### src/rtl/wst_pkg.sv
package wst_pkg;

  // Sizes
  localparam int MAX_WINDOW_DEF = 16;
  localparam int SAMPLE_BITS    = 16;
  localparam int CFG_IDX_W      = 2;
  localparam int CFG_DATA_W     = 32;
  localparam int WIDTH_W        = 5;
  localparam int THR_W          = 31;
  localparam int STEP_W         = 32;
  localparam int SLOPE_W        = 32;
  localparam int Q_W            = SLOPE_W + 1;
  localparam int DIV_STEPS      = 32;
  localparam int DIV_CNT_W      = $clog2(DIV_STEPS);

  // Configuration register indexes
  localparam logic [CFG_IDX_W-1:0] REG_WINDOW_WIDTH   = 2'd0;
  localparam logic [CFG_IDX_W-1:0] REG_FLAT_THRESHOLD = 2'd1;
  localparam logic [CFG_IDX_W-1:0] REG_TIME_STEP      = 2'd2;

  // Reset values
  localparam logic [WIDTH_W-1:0] WIDTH_RST = 5'd5;
  localparam logic [THR_W-1:0]   THR_RST   = 31'd6554;
  localparam logic [STEP_W-1:0]  STEP_RST  = 32'd65536;
  localparam logic [SLOPE_W-1:0] SLOPE_RST = 32'd1;

  localparam logic [SLOPE_W-1:0] SLOPE_MAX = 32'h7FFF_FFFF;
  localparam logic [SLOPE_W-1:0] SLOPE_MIN = 32'h8000_0000;

  typedef enum logic [1:0] {
    DIR_FLAT = 2'd0,
    DIR_POS  = 2'd1,
    DIR_NEG  = 2'd2
  } dir_t;

  typedef enum logic [2:0] {
    ST_IDLE,
    ST_SETUP,
    ST_WALK,
    ST_DEN,
    ST_PREP,
    ST_DIV,
    ST_FIN,
    ST_EMIT
  } state_t;

  typedef struct packed {
    logic accept;
    logic setup;
    logic walk;
    logic den;
    logic prep;
    logic div;
    logic fin;
    logic load_out;
  } cmd_t;

  typedef struct packed {
    logic complete;
    logic walk_done;
    logic need_div;
    logic div_last;
    logic out_free;
  } sts_t;

endpackage

### src/rtl/wst_in_if.sv
interface wst_in_if;
  import wst_pkg::*;

  logic                   valid;
  logic                   ready;
  logic [SAMPLE_BITS-1:0] sample;

  modport source (output valid, output sample, input ready);
  modport sink (input valid, input sample, output ready);
endinterface

### src/rtl/wst_out_if.sv
interface wst_out_if;
  import wst_pkg::*;

  logic               valid;
  logic               ready;
  logic               slope_new;
  logic [SLOPE_W-1:0] slope;
  logic [1:0]         direction;

  modport source (output valid, output slope_new, output slope, output direction, input ready);
  modport sink (input valid, input slope_new, input slope, input direction, output ready);
endinterface

### src/rtl/wst_ram.sv
module wst_ram #(
  parameter int WIDTH = 16,
  parameter int DEPTH = 16
) (
  input  logic                     clk,
  input  logic                     we,
  input  logic [$clog2(DEPTH)-1:0] waddr,
  input  logic [WIDTH-1:0]         wdata,
  input  logic [$clog2(DEPTH)-1:0] raddr,
  output logic [WIDTH-1:0]         rdata
);
  logic [WIDTH-1:0] mem [DEPTH];

  always_ff @(posedge clk) begin
    if (we) begin
      mem[waddr] <= wdata;
    end
    rdata <= mem[raddr];
  end
endmodule

### src/rtl/wst_ctrl.sv
module wst_ctrl (
  input  logic          clk,
  input  logic          rst_n,
  input  logic          in_valid,
  output logic          in_ready,
  input  wst_pkg::sts_t sts,
  output wst_pkg::cmd_t cmd
);
  import wst_pkg::*;

  state_t state_r, state_nxt;

  always_ff @(posedge clk) begin
    if (!rst_n) begin
      state_r <= ST_IDLE;
    end else begin
      state_r <= state_nxt;
    end
  end

  always_comb begin
    state_nxt = state_r;
    unique case (state_r)
      ST_IDLE: begin
        if (in_valid) begin
          state_nxt = sts.complete ? ST_SETUP : ST_EMIT;
        end
      end
      ST_SETUP: state_nxt = ST_WALK;
      ST_WALK: begin
        if (sts.walk_done) begin
          state_nxt = ST_DEN;
        end
      end
      ST_DEN:  state_nxt = ST_PREP;
      ST_PREP: state_nxt = sts.need_div ? ST_DIV : ST_FIN;
      ST_DIV: begin
        if (sts.div_last) begin
          state_nxt = ST_FIN;
        end
      end
      ST_FIN:  state_nxt = ST_EMIT;
      ST_EMIT: begin
        if (sts.out_free) begin
          state_nxt = ST_IDLE;
        end
      end
      default: state_nxt = ST_IDLE;
    endcase
  end

  always_comb begin
    cmd      = '0;
    in_ready = 1'b0;
    unique case (state_r)
      ST_IDLE: begin
        in_ready   = 1'b1;
        cmd.accept = in_valid;
      end
      ST_SETUP: cmd.setup = 1'b1;
      ST_WALK:  cmd.walk  = 1'b1;
      ST_DEN:   cmd.den   = 1'b1;
      ST_PREP:  cmd.prep  = 1'b1;
      ST_DIV:   cmd.div   = 1'b1;
      ST_FIN:   cmd.fin   = 1'b1;
      ST_EMIT:  cmd.load_out = sts.out_free;
      default: ;
    endcase
  end

`ifndef SYNTHESIS
  a_accept_branch: assert property (@(posedge clk) disable iff (!rst_n)
    cmd.accept |=> (state_r == ST_SETUP || state_r == ST_EMIT))
    else $error("accepted item did not start a fit or a result");
`endif
endmodule

### src/rtl/wst_datapath.sv
module wst_datapath #(
  parameter int MAX_WINDOW = wst_pkg::MAX_WINDOW_DEF
) (
  input  logic                            clk,
  input  logic                            rst_n,
  input  logic                            cfg_we,
  input  logic [wst_pkg::CFG_IDX_W-1:0]   cfg_index,
  input  logic [wst_pkg::CFG_DATA_W-1:0]  cfg_wdata,
  input  logic [wst_pkg::SAMPLE_BITS-1:0] in_sample,
  input  wst_pkg::cmd_t                   cmd,
  output wst_pkg::sts_t                   sts,
  input  logic                            out_ready,
  output logic                            out_valid,
  output logic                            out_slope_new,
  output logic [wst_pkg::SLOPE_W-1:0]     out_slope,
  output logic [1:0]                      out_direction
);
  import wst_pkg::*;

  localparam int IDX_W  = $clog2(MAX_WINDOW);
  localparam int CNT_W  = $clog2(MAX_WINDOW + 1);
  localparam int CF_W   = 2 * CNT_W + 1;
  localparam int PY_W   = CF_W + SAMPLE_BITS + 1;
  localparam int PD_W   = CF_W + CNT_W + 1;
  localparam int ACC_W  = PY_W + CNT_W;
  localparam int DACC_W = PD_W + CNT_W;
  localparam int D_W    = DACC_W - 1;
  localparam int DEN_W  = STEP_W + D_W;
  localparam int CMP_W  = ((ACC_W > DEN_W) ? ACC_W : DEN_W) + 1;

  // Configuration
  logic [WIDTH_W-1:0] width_r;
  logic [THR_W-1:0]   thr_r;
  logic [STEP_W-1:0]  step_r;

  logic [CNT_W-1:0]   w_eff;
  logic [IDX_W-1:0]   wptr_r;
  logic [CNT_W-1:0]   fill_r;
  logic               fresh_r;

  // Window walk
  logic [IDX_W-1:0]       addr_r;
  logic [IDX_W-1:0]       start_addr;
  logic [CNT_W:0]         start_sum;
  logic [CNT_W-1:0]       issue_r;
  logic                   mac_vld_r;
  logic signed [CF_W-1:0] coeff_r;
  logic signed [CF_W-1:0] coeff_d_r;
  logic [CNT_W-1:0]       idx_d_r;
  logic [2*CNT_W-1:0]     w_prod;
  logic [SAMPLE_BITS-1:0] rdata;
  logic signed [PY_W-1:0] py;
  logic signed [PD_W-1:0] pd;
  logic signed [ACC_W-1:0]  acc_r;
  logic signed [DACC_W-1:0] dacc_r;

  // Division
  logic [DEN_W-1:0] den_prod;
  logic [DEN_W-1:0] den_r;
  logic [ACC_W-1:0] mag_r;
  logic             neg_r;
  logic [DEN_W-1:0] rem_r;
  logic [DEN_W:0]   rem_sh;
  logic             rem_ge;
  logic [Q_W-1:0]   q_r;
  logic [DIV_CNT_W-1:0] bit_r;
  logic             q_sat;

  logic signed [SLOPE_W-1:0] slope_r;
  logic [SLOPE_W-1:0]        slope_fin;
  logic [SLOPE_W:0]          s_mag;
  dir_t                      dir;

  logic               out_valid_r;
  logic               out_new_r;
  logic [SLOPE_W-1:0] out_slope_r;
  dir_t               out_dir_r;

  // Clamp the programmed width to the supported range
  always_comb begin
    if (width_r < WIDTH_W'(2)) begin
      w_eff = CNT_W'(2);
    end else if (32'(width_r) > 32'(MAX_WINDOW)) begin
      w_eff = CNT_W'(MAX_WINDOW);
    end else begin
      w_eff = CNT_W'(width_r);
    end
  end

  // Oldest sample of the window sits w_eff slots behind the write pointer
  always_comb begin
    if ((CNT_W+1)'(wptr_r) >= (CNT_W+1)'(w_eff)) begin
      start_sum = (CNT_W+1)'(wptr_r) - (CNT_W+1)'(w_eff);
    end else begin
      start_sum = (CNT_W+1)'(wptr_r) + (CNT_W+1)'(MAX_WINDOW) - (CNT_W+1)'(w_eff);
    end
    start_addr = IDX_W'(start_sum);
  end

  assign w_prod = w_eff * (w_eff - 1'b1);
  assign py     = coeff_d_r * $signed({1'b0, rdata});
  assign pd     = coeff_d_r * $signed({1'b0, idx_d_r});

  assign den_prod = step_r * dacc_r[D_W-1:0];

  assign rem_sh = {rem_r, 1'b0};
  assign rem_ge = rem_sh >= {1'b0, den_r};
  assign q_sat  = q_r[Q_W-1:SLOPE_W-1] != '0;

  always_comb begin
    if (neg_r) begin
      slope_fin = q_sat ? SLOPE_MIN : SLOPE_W'(0) - q_r[SLOPE_W-1:0];
    end else begin
      slope_fin = q_sat ? SLOPE_MAX : q_r[SLOPE_W-1:0];
    end
  end

  always_comb begin
    s_mag = slope_r[SLOPE_W-1] ? (SLOPE_W+1)'(0) - {slope_r[SLOPE_W-1], slope_r}
                               : {1'b0, slope_r};
    if (s_mag < (SLOPE_W+1)'(thr_r)) begin
      dir = DIR_FLAT;
    end else if (!slope_r[SLOPE_W-1] && slope_r != '0) begin
      dir = DIR_POS;
    end else begin
      dir = DIR_NEG;
    end
  end

  assign sts.complete  = ((CNT_W+1)'(fill_r) + 1'b1) >= (CNT_W+1)'(w_eff);
  assign sts.walk_done = (issue_r == w_eff) && !mac_vld_r;
  assign sts.need_div  = (mag_r != '0) && (den_r != '0) && (CMP_W'(mag_r) < CMP_W'(den_r));
  assign sts.div_last  = bit_r == DIV_CNT_W'(DIV_STEPS - 1);
  assign sts.out_free  = !out_valid_r || out_ready;

  wst_ram #(
    .WIDTH(SAMPLE_BITS),
    .DEPTH(MAX_WINDOW)
  ) u_window (
    .clk  (clk),
    .we   (cmd.accept),
    .waddr(wptr_r),
    .wdata(in_sample),
    .raddr(addr_r),
    .rdata(rdata)
  );

  // Control state
  always_ff @(posedge clk) begin
    if (!rst_n) begin
      width_r     <= WIDTH_RST;
      thr_r       <= THR_RST;
      step_r      <= STEP_RST;
      wptr_r      <= '0;
      fill_r      <= '0;
      slope_r     <= SLOPE_RST;
      out_valid_r <= 1'b0;
    end else begin
      if (cfg_we) begin
        unique case (cfg_index)
          REG_WINDOW_WIDTH:   width_r <= cfg_wdata[WIDTH_W-1:0];
          REG_FLAT_THRESHOLD: thr_r   <= cfg_wdata[THR_W-1:0];
          REG_TIME_STEP:      step_r  <= cfg_wdata[STEP_W-1:0];
          default: ;
        endcase
      end
      if (cmd.accept) begin
        wptr_r <= (wptr_r == IDX_W'(MAX_WINDOW - 1)) ? '0 : wptr_r + 1'b1;
        fill_r <= sts.complete ? CNT_W'(1) : fill_r + 1'b1;
      end
      if (cmd.fin) begin
        slope_r <= slope_fin;
      end
      if (cmd.load_out) begin
        out_valid_r <= 1'b1;
      end else if (out_ready) begin
        out_valid_r <= 1'b0;
      end
    end
  end

  // Walk, accumulate, divide
  always_ff @(posedge clk) begin
    if (cmd.accept) begin
      fresh_r <= sts.complete;
    end
    if (cmd.setup) begin
      addr_r    <= start_addr;
      issue_r   <= '0;
      mac_vld_r <= 1'b0;
      coeff_r   <= CF_W'(0) - CF_W'({2'b00, w_prod[2*CNT_W-1:1]});
      acc_r     <= '0;
      dacc_r    <= '0;
    end
    if (cmd.walk) begin
      if (issue_r != w_eff) begin
        addr_r    <= (addr_r == IDX_W'(MAX_WINDOW - 1)) ? '0 : addr_r + 1'b1;
        issue_r   <= issue_r + 1'b1;
        coeff_r   <= coeff_r + $signed(CF_W'(w_eff));
        coeff_d_r <= coeff_r;
        idx_d_r   <= issue_r;
        mac_vld_r <= 1'b1;
      end else begin
        mac_vld_r <= 1'b0;
      end
      if (mac_vld_r) begin
        acc_r  <= acc_r + ACC_W'(py);
        dacc_r <= dacc_r + DACC_W'(pd);
      end
    end
    if (cmd.den) begin
      den_r <= den_prod;
      neg_r <= acc_r[ACC_W-1];
      mag_r <= acc_r[ACC_W-1] ? ACC_W'(-acc_r) : ACC_W'(acc_r);
    end
    if (cmd.prep) begin
      bit_r <= '0;
      rem_r <= DEN_W'(mag_r);
      if (mag_r == '0 || sts.need_div) begin
        q_r <= '0;
      end else begin
        q_r <= {1'b1, {SLOPE_W{1'b0}}};
      end
    end
    if (cmd.div) begin
      rem_r <= rem_ge ? DEN_W'(rem_sh - {1'b0, den_r}) : DEN_W'(rem_sh);
      q_r   <= {q_r[Q_W-2:0], rem_ge};
      bit_r <= bit_r + 1'b1;
    end
    if (cmd.load_out) begin
      out_new_r   <= fresh_r;
      out_slope_r <= slope_r;
      out_dir_r   <= dir;
    end
  end

  assign out_valid     = out_valid_r;
  assign out_slope_new = out_new_r;
  assign out_slope     = out_slope_r;
  assign out_direction = out_dir_r;

`ifndef SYNTHESIS
  a_fill_range: assert property (@(posedge clk) disable iff (!rst_n)
    fill_r < CNT_W'(MAX_WINDOW))
    else $error("fill count beyond window depth");

  a_rem_below_den: assert property (@(posedge clk) disable iff (!rst_n)
    cmd.div |-> rem_r < den_r)
    else $error("divider remainder not below divisor");

  a_den_positive: assert property (@(posedge clk) disable iff (!rst_n)
    cmd.den |-> (!dacc_r[DACC_W-1] && dacc_r != '0))
    else $error("fit denominator not positive");
`endif
endmodule

### src/rtl/windowed_slope_tracker.sv
// Results: an item that does not close a window is passed on without a fit; one that closes
//   a window of W samples runs the fit, and the divider is skipped when the numerator is
//   zero or not below the divisor.
// Throughput: one item at a time; the window walk (one RAM read per sample) and the
//   32-step restoring divider set the fit time. An item may be taken while a result waits.
// Reset: synchronous, active low; clears the fill count, sets the slope to the smallest
//   positive step and loads the register defaults. The sample RAM is not cleared.
module windowed_slope_tracker #(
  parameter int MAX_WINDOW = wst_pkg::MAX_WINDOW_DEF
) (
  input  logic                           clk,
  input  logic                           rst_n,
  input  logic                           cfg_we,
  input  logic [wst_pkg::CFG_IDX_W-1:0]  cfg_index,
  input  logic [wst_pkg::CFG_DATA_W-1:0] cfg_wdata,
  wst_in_if.sink                         in_ch,
  wst_out_if.source                      out_ch
);
  import wst_pkg::*;

  cmd_t cmd;
  sts_t sts;

  // Controller: IDLE takes a transfer. A sample that closes a window runs
  // SETUP (oldest address, first coefficient), WALK (read each sample from
  // the RAM and accumulate the numerator and denominator sums), DEN (form
  // time_step * D and the numerator magnitude), PREP (zero and saturation
  // cases), DIV (if needed; one quotient bit per cycle) and FIN (saturate to Q16.16).
  // Every item ends in EMIT, which loads the output register once it is free.
  wst_ctrl u_ctrl (
    .clk     (clk),
    .rst_n   (rst_n),
    .in_valid(in_ch.valid),
    .in_ready(in_ch.ready),
    .sts     (sts),
    .cmd     (cmd)
  );

  // Datapath: configuration registers, circular sample buffer, MAC,
  // divider, latest slope and the output register.
  wst_datapath #(
    .MAX_WINDOW(MAX_WINDOW)
  ) u_dp (
    .clk          (clk),
    .rst_n        (rst_n),
    .cfg_we       (cfg_we),
    .cfg_index    (cfg_index),
    .cfg_wdata    (cfg_wdata),
    .in_sample    (in_ch.sample),
    .cmd          (cmd),
    .sts          (sts),
    .out_ready    (out_ch.ready),
    .out_valid    (out_ch.valid),
    .out_slope_new(out_ch.slope_new),
    .out_slope    (out_ch.slope),
    .out_direction(out_ch.direction)
  );
endmodule

### src/flat_wrapper.sv
// flat-port wrapper written by rule: the top's interface ports become plain ports
module windowed_slope_tracker_flat import wst_pkg::*;
#(
  parameter int MAX_WINDOW = wst_pkg::MAX_WINDOW_DEF
)
  (clk, rst_n, cfg_we, cfg_index, cfg_wdata, in_ch_valid, in_ch_sample, in_ch_ready, out_ch_valid, out_ch_slope_new, out_ch_slope, out_ch_direction, out_ch_ready);
  wst_in_if in_ch_i ();
  wst_out_if out_ch_i ();
  input  logic clk;
  input  logic rst_n;
  input  logic cfg_we;
  input  logic [wst_pkg::CFG_IDX_W-1:0] cfg_index;
  input  logic [wst_pkg::CFG_DATA_W-1:0] cfg_wdata;
  input wire logic [$bits(in_ch_i.valid)-1:0] in_ch_valid;
  input wire logic [$bits(in_ch_i.sample)-1:0] in_ch_sample;
  output wire logic [$bits(in_ch_i.ready)-1:0] in_ch_ready;
  output wire logic [$bits(out_ch_i.valid)-1:0] out_ch_valid;
  output wire logic [$bits(out_ch_i.slope_new)-1:0] out_ch_slope_new;
  output wire logic [$bits(out_ch_i.slope)-1:0] out_ch_slope;
  output wire logic [$bits(out_ch_i.direction)-1:0] out_ch_direction;
  input wire logic [$bits(out_ch_i.ready)-1:0] out_ch_ready;
  assign in_ch_i.valid = in_ch_valid;
  assign in_ch_i.sample = in_ch_sample;
  assign in_ch_ready = in_ch_i.ready;
  assign out_ch_valid = out_ch_i.valid;
  assign out_ch_slope_new = out_ch_i.slope_new;
  assign out_ch_slope = out_ch_i.slope;
  assign out_ch_direction = out_ch_i.direction;
  assign out_ch_i.ready = out_ch_ready;
  windowed_slope_tracker #(.MAX_WINDOW(MAX_WINDOW)) u_core (.clk(clk), .rst_n(rst_n), .cfg_we(cfg_we), .cfg_index(cfg_index), .cfg_wdata(cfg_wdata), .in_ch(in_ch_i), .out_ch(out_ch_i));
endmodule
### config.mk
export PLATFORM = sky130hd
export DESIGN_NAME = windowed_slope_tracker_flat
export DESIGN_NICKNAME = d
export VERILOG_FILES = /design/src/rtl/wst_pkg.sv /design/src/rtl/wst_in_if.sv /design/src/rtl/wst_out_if.sv /design/src/rtl/wst_ram.sv /design/src/rtl/wst_ctrl.sv /design/src/rtl/wst_datapath.sv /design/src/rtl/windowed_slope_tracker.sv /design/src/flat_wrapper.sv
export SDC_FILE = /design/constraint.sdc
export NUM_CORES = 2
export LEC_CHECK = 0
export ABC_AREA = 1
export BUFFER_PORTS_ARGS = -buffer_cell sky130_fd_sc_hd__buf_4
export CAP_MARGIN = 40
export CORE_MARGIN = 2
export CORE_UTILIZATION = 48
export DETAILED_ROUTE_END_ITERATION = 10
export PLACE_DENSITY = 0.7
export SYNTH_ARGS = -nofsm -noshare
export SYNTH_HDL_FRONTEND = slang
export SYNTH_SLANG_ARGS = --single-unit
### constraint.sdc
create_clock -name clk -period 6.7 [get_ports clk]
set_clock_uncertainty 0.2 [all_clocks]
set_input_delay 1.005 -clock clk [delete_from_list [all_inputs] [get_ports clk]]
set_output_delay 1.005 -clock clk [all_outputs]
set_load 0.01 [all_outputs]
; Word-level counts from Yosys, hierarchy flattened
; Memory sizes are Yosys's and may differ from the RTL's. A register that Yosys moved wholly into a read port is not among the register bits.
; Index checks and enable logic that the tools add are counted.
[classes]
add_sub_neg = 18
multipliers = 4
n_lt_le_gt_ge = 7
n_eq_ne = 18
mux = 58
reduce_logical = 24
[ops]
columns = operator, n
row1 = two-way mux 33 bit, 7
row2 = two-way mux 53 bit, 3
row3 = two-way mux 32 bit, 4
row4 = two-way mux 22 bit, 3
row5 = greater-or-equal comparator 54 x 53 -> 1 bit, 1
row6 = < comparator 33 x 53 -> 1 bit, 1
row7 = multiplier 32 x 21 -> 53 bit, 1
row8 = nonzero test 53 bit, 1
row9 = subtractor 53 bit, 1
row10 = two-way mux 5 bit, 8
row11 = adder 33 x 28 -> 33 bit, 1
row12 = logical NOT 33 bit, 1
row13 = < comparator 33 x 31 -> 1 bit, 1
row14 = two-way mux 11 bit, 3
row15 = negation 33 bit, 1
row16 = nonzero test 33 bit, 1
row17 = "subtractor 1 x 32 -> 33 bit, first input constant", 1
row18 = nonzero test 32 bit, 1
row19 = "subtractor 1 x 32 -> 32 bit, first input constant", 1
row20 = multiplier 11 x 17 -> 28 bit, 1
row21 = two-way mux 4 bit, 6
row22 = one-hot mux 3 bit (8 select lines), 1
row23 = adder 22 x 17 -> 22 bit, 1
row24 = multiplier 11 x 6 -> 17 bit, 1
row25 = 34 further kinds, 78
[totals]
reg_bits = 419
ramBits = 256
in_bits = 55
output_inout_bits = 37
memories = 1
[memory_table]
columns = name, words, width, rd, rd_ports_with_merged_regs, wr, line
row1 = u_core.u_dp.u_window.mem, 16, 16, 1, 1, 1, wst_ram.sv:12  ; logic [WIDTH-1:0] mem [DEPTH];

; Longest topological paths before layout
[logic_depth]
ltp_word = 9
mapped_depth = 29

; By module
; Synthesis repeated with hierarchy kept, for this count alone.
[hier_totals]
hier_cells = 9235
area_unflattened_um2 = 71190.8
[modules_own_cells]
columns = module, instances, cells_per_inst, area_per_inst_um2, seq_area_each_um2
row1 = wst_datapath, 1, 8110, 59515.8, 10620.2
row2 = wst_ram, 1, 1074, 11380.9, 8007.7
row3 = wst_ctrl, 1, 51, 294.0, 60.1

; Worst setup path before layout
; No wires, ideal clock.
[synth_timing]
path_kind = register to register
start = reg u_core.u_dp.dacc_r[5]
end = reg u_core.u_dp.den_r[52], data pin
arrival_ns = 5.870
slack_ns = 0.378
path_stages_with_launch = 28
path_buffers = 2
synth_period_minus_slack_ns = 6.322
path_cell_list = dfxtp_1 > clkbuf_1 > clkbuf_1 > nand2_1 > inv_1 > fa_1 > fa_1 > inv_1 > fa_1 > inv_1 > fa_1 > inv_1 > fa_1 > inv_1 > fa_1 > inv_1 > fa_1 > inv_1 > ha_1 > nand2_1 > nor2_1 > nand2_1 > o21ai_0 > nand2_1 > nand2_1 > nand3b_1 > nand3_1 > nand2_1
[synth_via]
elab_chain_len = 1
[synth_lines]
columns = item, line
row1 = "start, declared", wst_datapath.sv:55  ; logic signed [DACC_W-1:0] dacc_r;
row2 = "start signal, assigned", wst_datapath.sv:208  ; dacc_r <= dacc_r + DACC_W'(pd);
row3 = multiplier 32 x 21 -> 53 bit, wst_datapath.sv:104  ; assign den_prod = step_r * dacc_r[D_W-1:0];
row4 = via u_core.u_dp.den_prod[52], wst_datapath.sv:58  ; logic [DEN_W-1:0] den_prod;
row5 = "end signal, assigned", wst_datapath.sv:212  ; den_r <= den_prod;
row6 = "end, declared", wst_datapath.sv:59  ; logic [DEN_W-1:0] den_r;
; The timed path passes the listed nets, and every way through them passes these cells.
; A chain may end at the register's enable or synchronous reset.

; Final worst setup path
[layout_timing]
start = reg u_core.u_dp.dacc_r[10]
end = reg u_core.u_dp.den_r[38], data pin
; The elaborated chain is that of the path after synthesis.

==> out/qor.csv <==
metric,value,unit
critical path arrival,6760,ps
via count of the routed design,57300,
Area growth syn-to-layout,11.0,%
Yosys reg bits,690,
"Seq/Total Area, Yosys",27.0,%
period utilization,97.6,%
clk buf depth,3,
ys flop type,edfxtp_1,
Tmin final,6540,ps
H-tree depth,3,
R2R setup slack,160,ps
I/O Buffers,91,
placement-stage cell area,73800,um2
final setup vio count,0,
Worst Hold End,u_core.u_dp.out_slope_new$_DFFE_PP_,
Die ar.,148000,um2
FILL cells,13200,
RD Place Congestion,1.02,
setup TNS,0,ps
Initial Util,48.3,%
core area,143000,um2
Worst-path clk slew,70,ps
Hold Fails Final Rpt,0,
Total GRT Usage,27.9,%
CP max FO,18,
"commonest non-fill, non-tap cell in the layout",nand2_1,
critical path class,reg2reg,
Crit path required time,6920,ps
Vias/cell,5.33,
main combinational cell family by area after synthesis,adder cells,
Layout Nets,10100,
drt drc,0,
CTS tree,yes,
worst skew pair latency,710,ps
fin util,53.6,%
DR WL/cell,19.2,um
fmax,0.153,GHz
run status,"complete, no violations",
complex-gate fraction of the synthesized area,6.86,%
largest net degree at the start of global routing,85,
Post-synth ARST share,0,%
adder-cell share of the synthesized area,31.0,%
Root Buffer Master,clkbuf_16,
Post-synth EDFFs,487,
worst reg2reg endpoint,u_core.u_dp.den_r[38]$_DFFE_PP_,
DIE WIDTH,384,um
DIE HEIGHT,384,um
synthesis warning total,0,
hold path start,u_core.u_dp.fresh_r$_DFFE_PP_,
Worst setup SP type,register,
Max-Slew Margin vs Limit,37.6,%
worst flop-to-flop path startpoint,u_core.u_dp.dacc_r[10]$_DFF_P_,
count of final max-slew check failures,0,
fraction of layout cells with a size suffix above 1,7.36,%
"Non-Filler Cell Area, Final",77000,um2
"Distinct cells, synth",52,
Routed Antenna Nets,0,
HP Class,reg2reg,
io pins,92,
final WL,206000,um
Max Cap Violations,0,
Cells after Synth,8672,
Avg Synthesized Cell Area,8.00,um2
Row Count,139,
total gr overflow,0,
Synth Area in XOR/XNOR,2.26,%
Sink Count,690,
DR iter-0 viols,4790,
synthesized cell area,69300,um2
"share of synthesized cell area in and, or, nand and nor gates",19.6,%
DR pass1 iterations,6,
reg2reg path depth,23,
worst slew pin tran,934,ps
Antenna Cells,0,
mux share of post-synthesis cell area,0.736,%
initial antenna violation count,5,
CTS Buf Count,78,
RSZ-0062 raised after global routing,yes,
vias in the first global route,57700,
first-pass GRT wire length,321000,um
Min-Delay Path Depth,0,
Setup crit end kind,register,
"commonest cells after routing, fill and taps aside","nand2_1, inv_1, fa_1, nor2_1, edfxtp_1",
Final HPWL DP,161000,um
hold buffers post-CTS,0,
[worst max path at each step]
stage                                             from                         endpoint  slack (ps)  cells after the start
finish                  u_core.u_dp.dacc_r[10]$_DFF_P_  u_core.u_dp.den_r[38]$_DFFE_PP_         160                     23
global route            u_core.u_dp.dacc_r[15]$_DFF_P_  u_core.u_dp.den_r[50]$_DFFE_PP_         -30                     22
floorplan                u_core.u_dp.dacc_r[5]$_DFF_P_  u_core.u_dp.den_r[52]$_DFFE_PP_         380                     27
global placement    u_core.u_dp.step_r[5]$_SDFFE_PN0P_  u_core.u_dp.den_r[36]$_DFFE_PP_        -190                     19
detailed placement  u_core.u_dp.step_r[5]$_SDFFE_PN0P_  u_core.u_dp.den_r[36]$_DFFE_PP_        -160                     21
CTS                      u_core.u_dp.dacc_r[6]$_DFF_P_  u_core.u_dp.den_r[46]$_DFFE_PP_           7                     23
[Yosys cell counts (all sizes together) (2+ instances only)]
cell | count | area [um2]
a21o | 14 | 105
a21oi | 321 | 1610
mux2i | 51 | 510
nor3 | 56 | 295
inv | 1961 | 7360
nand3 | 311 | 1580
nand3b | 19 | 143
o32ai | 12 | 105
o22ai | 5 | 31.3
fa | 788 | 15800
a21boi | 7 | 52.6
edfxtp | 487 | 14600
ha | 458 | 5730
buf | 85 | 364
nor2 | 681 | 2580
conb | 2 | 7.51
nor4 | 14 | 93.8
nand4 | 93 | 582
o211ai | 34 | 255
nor3b | 5 | 42.5
xnor2 | 48 | 420
clkinv | 4 | 15.0
dfxtp | 203 | 4060
or2 | 25 | 156
o21ai | 323 | 1620
and3 | 4 | 25.0
a211oi | 3 | 22.5
o31ai | 20 | 150
o221ai | 54 | 473
xor2 | 131 | 1150
o21bai | 23 | 173
clkbuf | 250 | 938
o21a | 7 | 52.6
nand2 | 2154 | 8120
a31oi | 16 | 100
[state kept, by name (all words and copies together) (netlist names), 11 cells and up]
name / cells
u_core.u_dp.q_r: 33
u_core.u_dp.coeff_r: 11
u_core.u_dp.u_window.rdata: 16
u_core.u_dp.dacc_r: 21
u_core.u_dp.step_r: 32
u_core.u_dp.rem_r: 53
u_core.u_dp.thr_r: 31
u_core.u_dp.mag_r: 33
u_core.u_dp.coeff_d_r: 11
u_core.u_dp.den_r: 53
u_core.u_dp.out_slope: 32
u_core.u_dp.u_window.mem: 256
u_core.u_dp.acc_r: 33
u_core.u_dp.slope_r: 32
[cell families after synthesis]
logic type / Yosys count
xor gates and xnor gates: 179
DFF: 690
AOI/OAI and AO/OA: 840
and+or+nand+nor: 3364
other: 2
adders and majority gates: 1246
buffers and inverters: 2300
muxes: 51
[final cells by class]
cell class	count	area [um2]	share of cell area, %
Sequential cell	690	18700	24.3
Timing Repair Buffer	355	3430	4.46
Multi-Input combinational cell	5685	42400	55.1
Inverter	1965	7380	9.58
Tap cell	1903	2380	3.09
Clock inverter	50	578	0.751
Clock buffer	92	2070	2.69
[stage by stage]
stage,std cells,hold slack (ps),setup WS (ps)
2_1_floorplan,8675,200,378
3_3_place_gp,10600,206,-190
3_5_place_dp,10600,209,-165
4_1_cts,10700,226,7.03
5_1_grt,10700,255,-26.9
6_report,10700,223,160
[routing by layer]
metal  share of wire (%)  GRT usage (%)  vias to the layer above
met2                  47           45.9                     2079
met1                  43           37.6                    28000
met3                 7.1           3.72                      366
met5               0.022              0                        -
met4                 3.7           10.0                        8
li1                    -              -                    26800
[worst max-delay path: stages (launching register included)]
cell	delay [ps]
dfxtp_2	350
buf_12	160
buf_12	160
nand2_1	60
inv_1	60
fa_1	500
inv_1	50
fa_1	400
fa_1	540
inv_1	50
fa_1	570
fa_1	430
fa_1	560
fa_1	440
ha_1	390
a21oi_1	210
o21ai_0	170
buf_4	170
a21o_1	180
nand2_1	90
nand3_1	160
nand2_1	110
nand2_1	60
xor2_1	140
[timing repair]
action	4_1_cts	5_1_grt
resized for setup	14	104
pin swaps	0	7
endpoints found under the setup margin	14	33
setup buffers	0	5
gates cloned	0	6
Power is not shown: default switching activity piles up to over one toggle a cycle in this logic, so the estimate is an artifact.
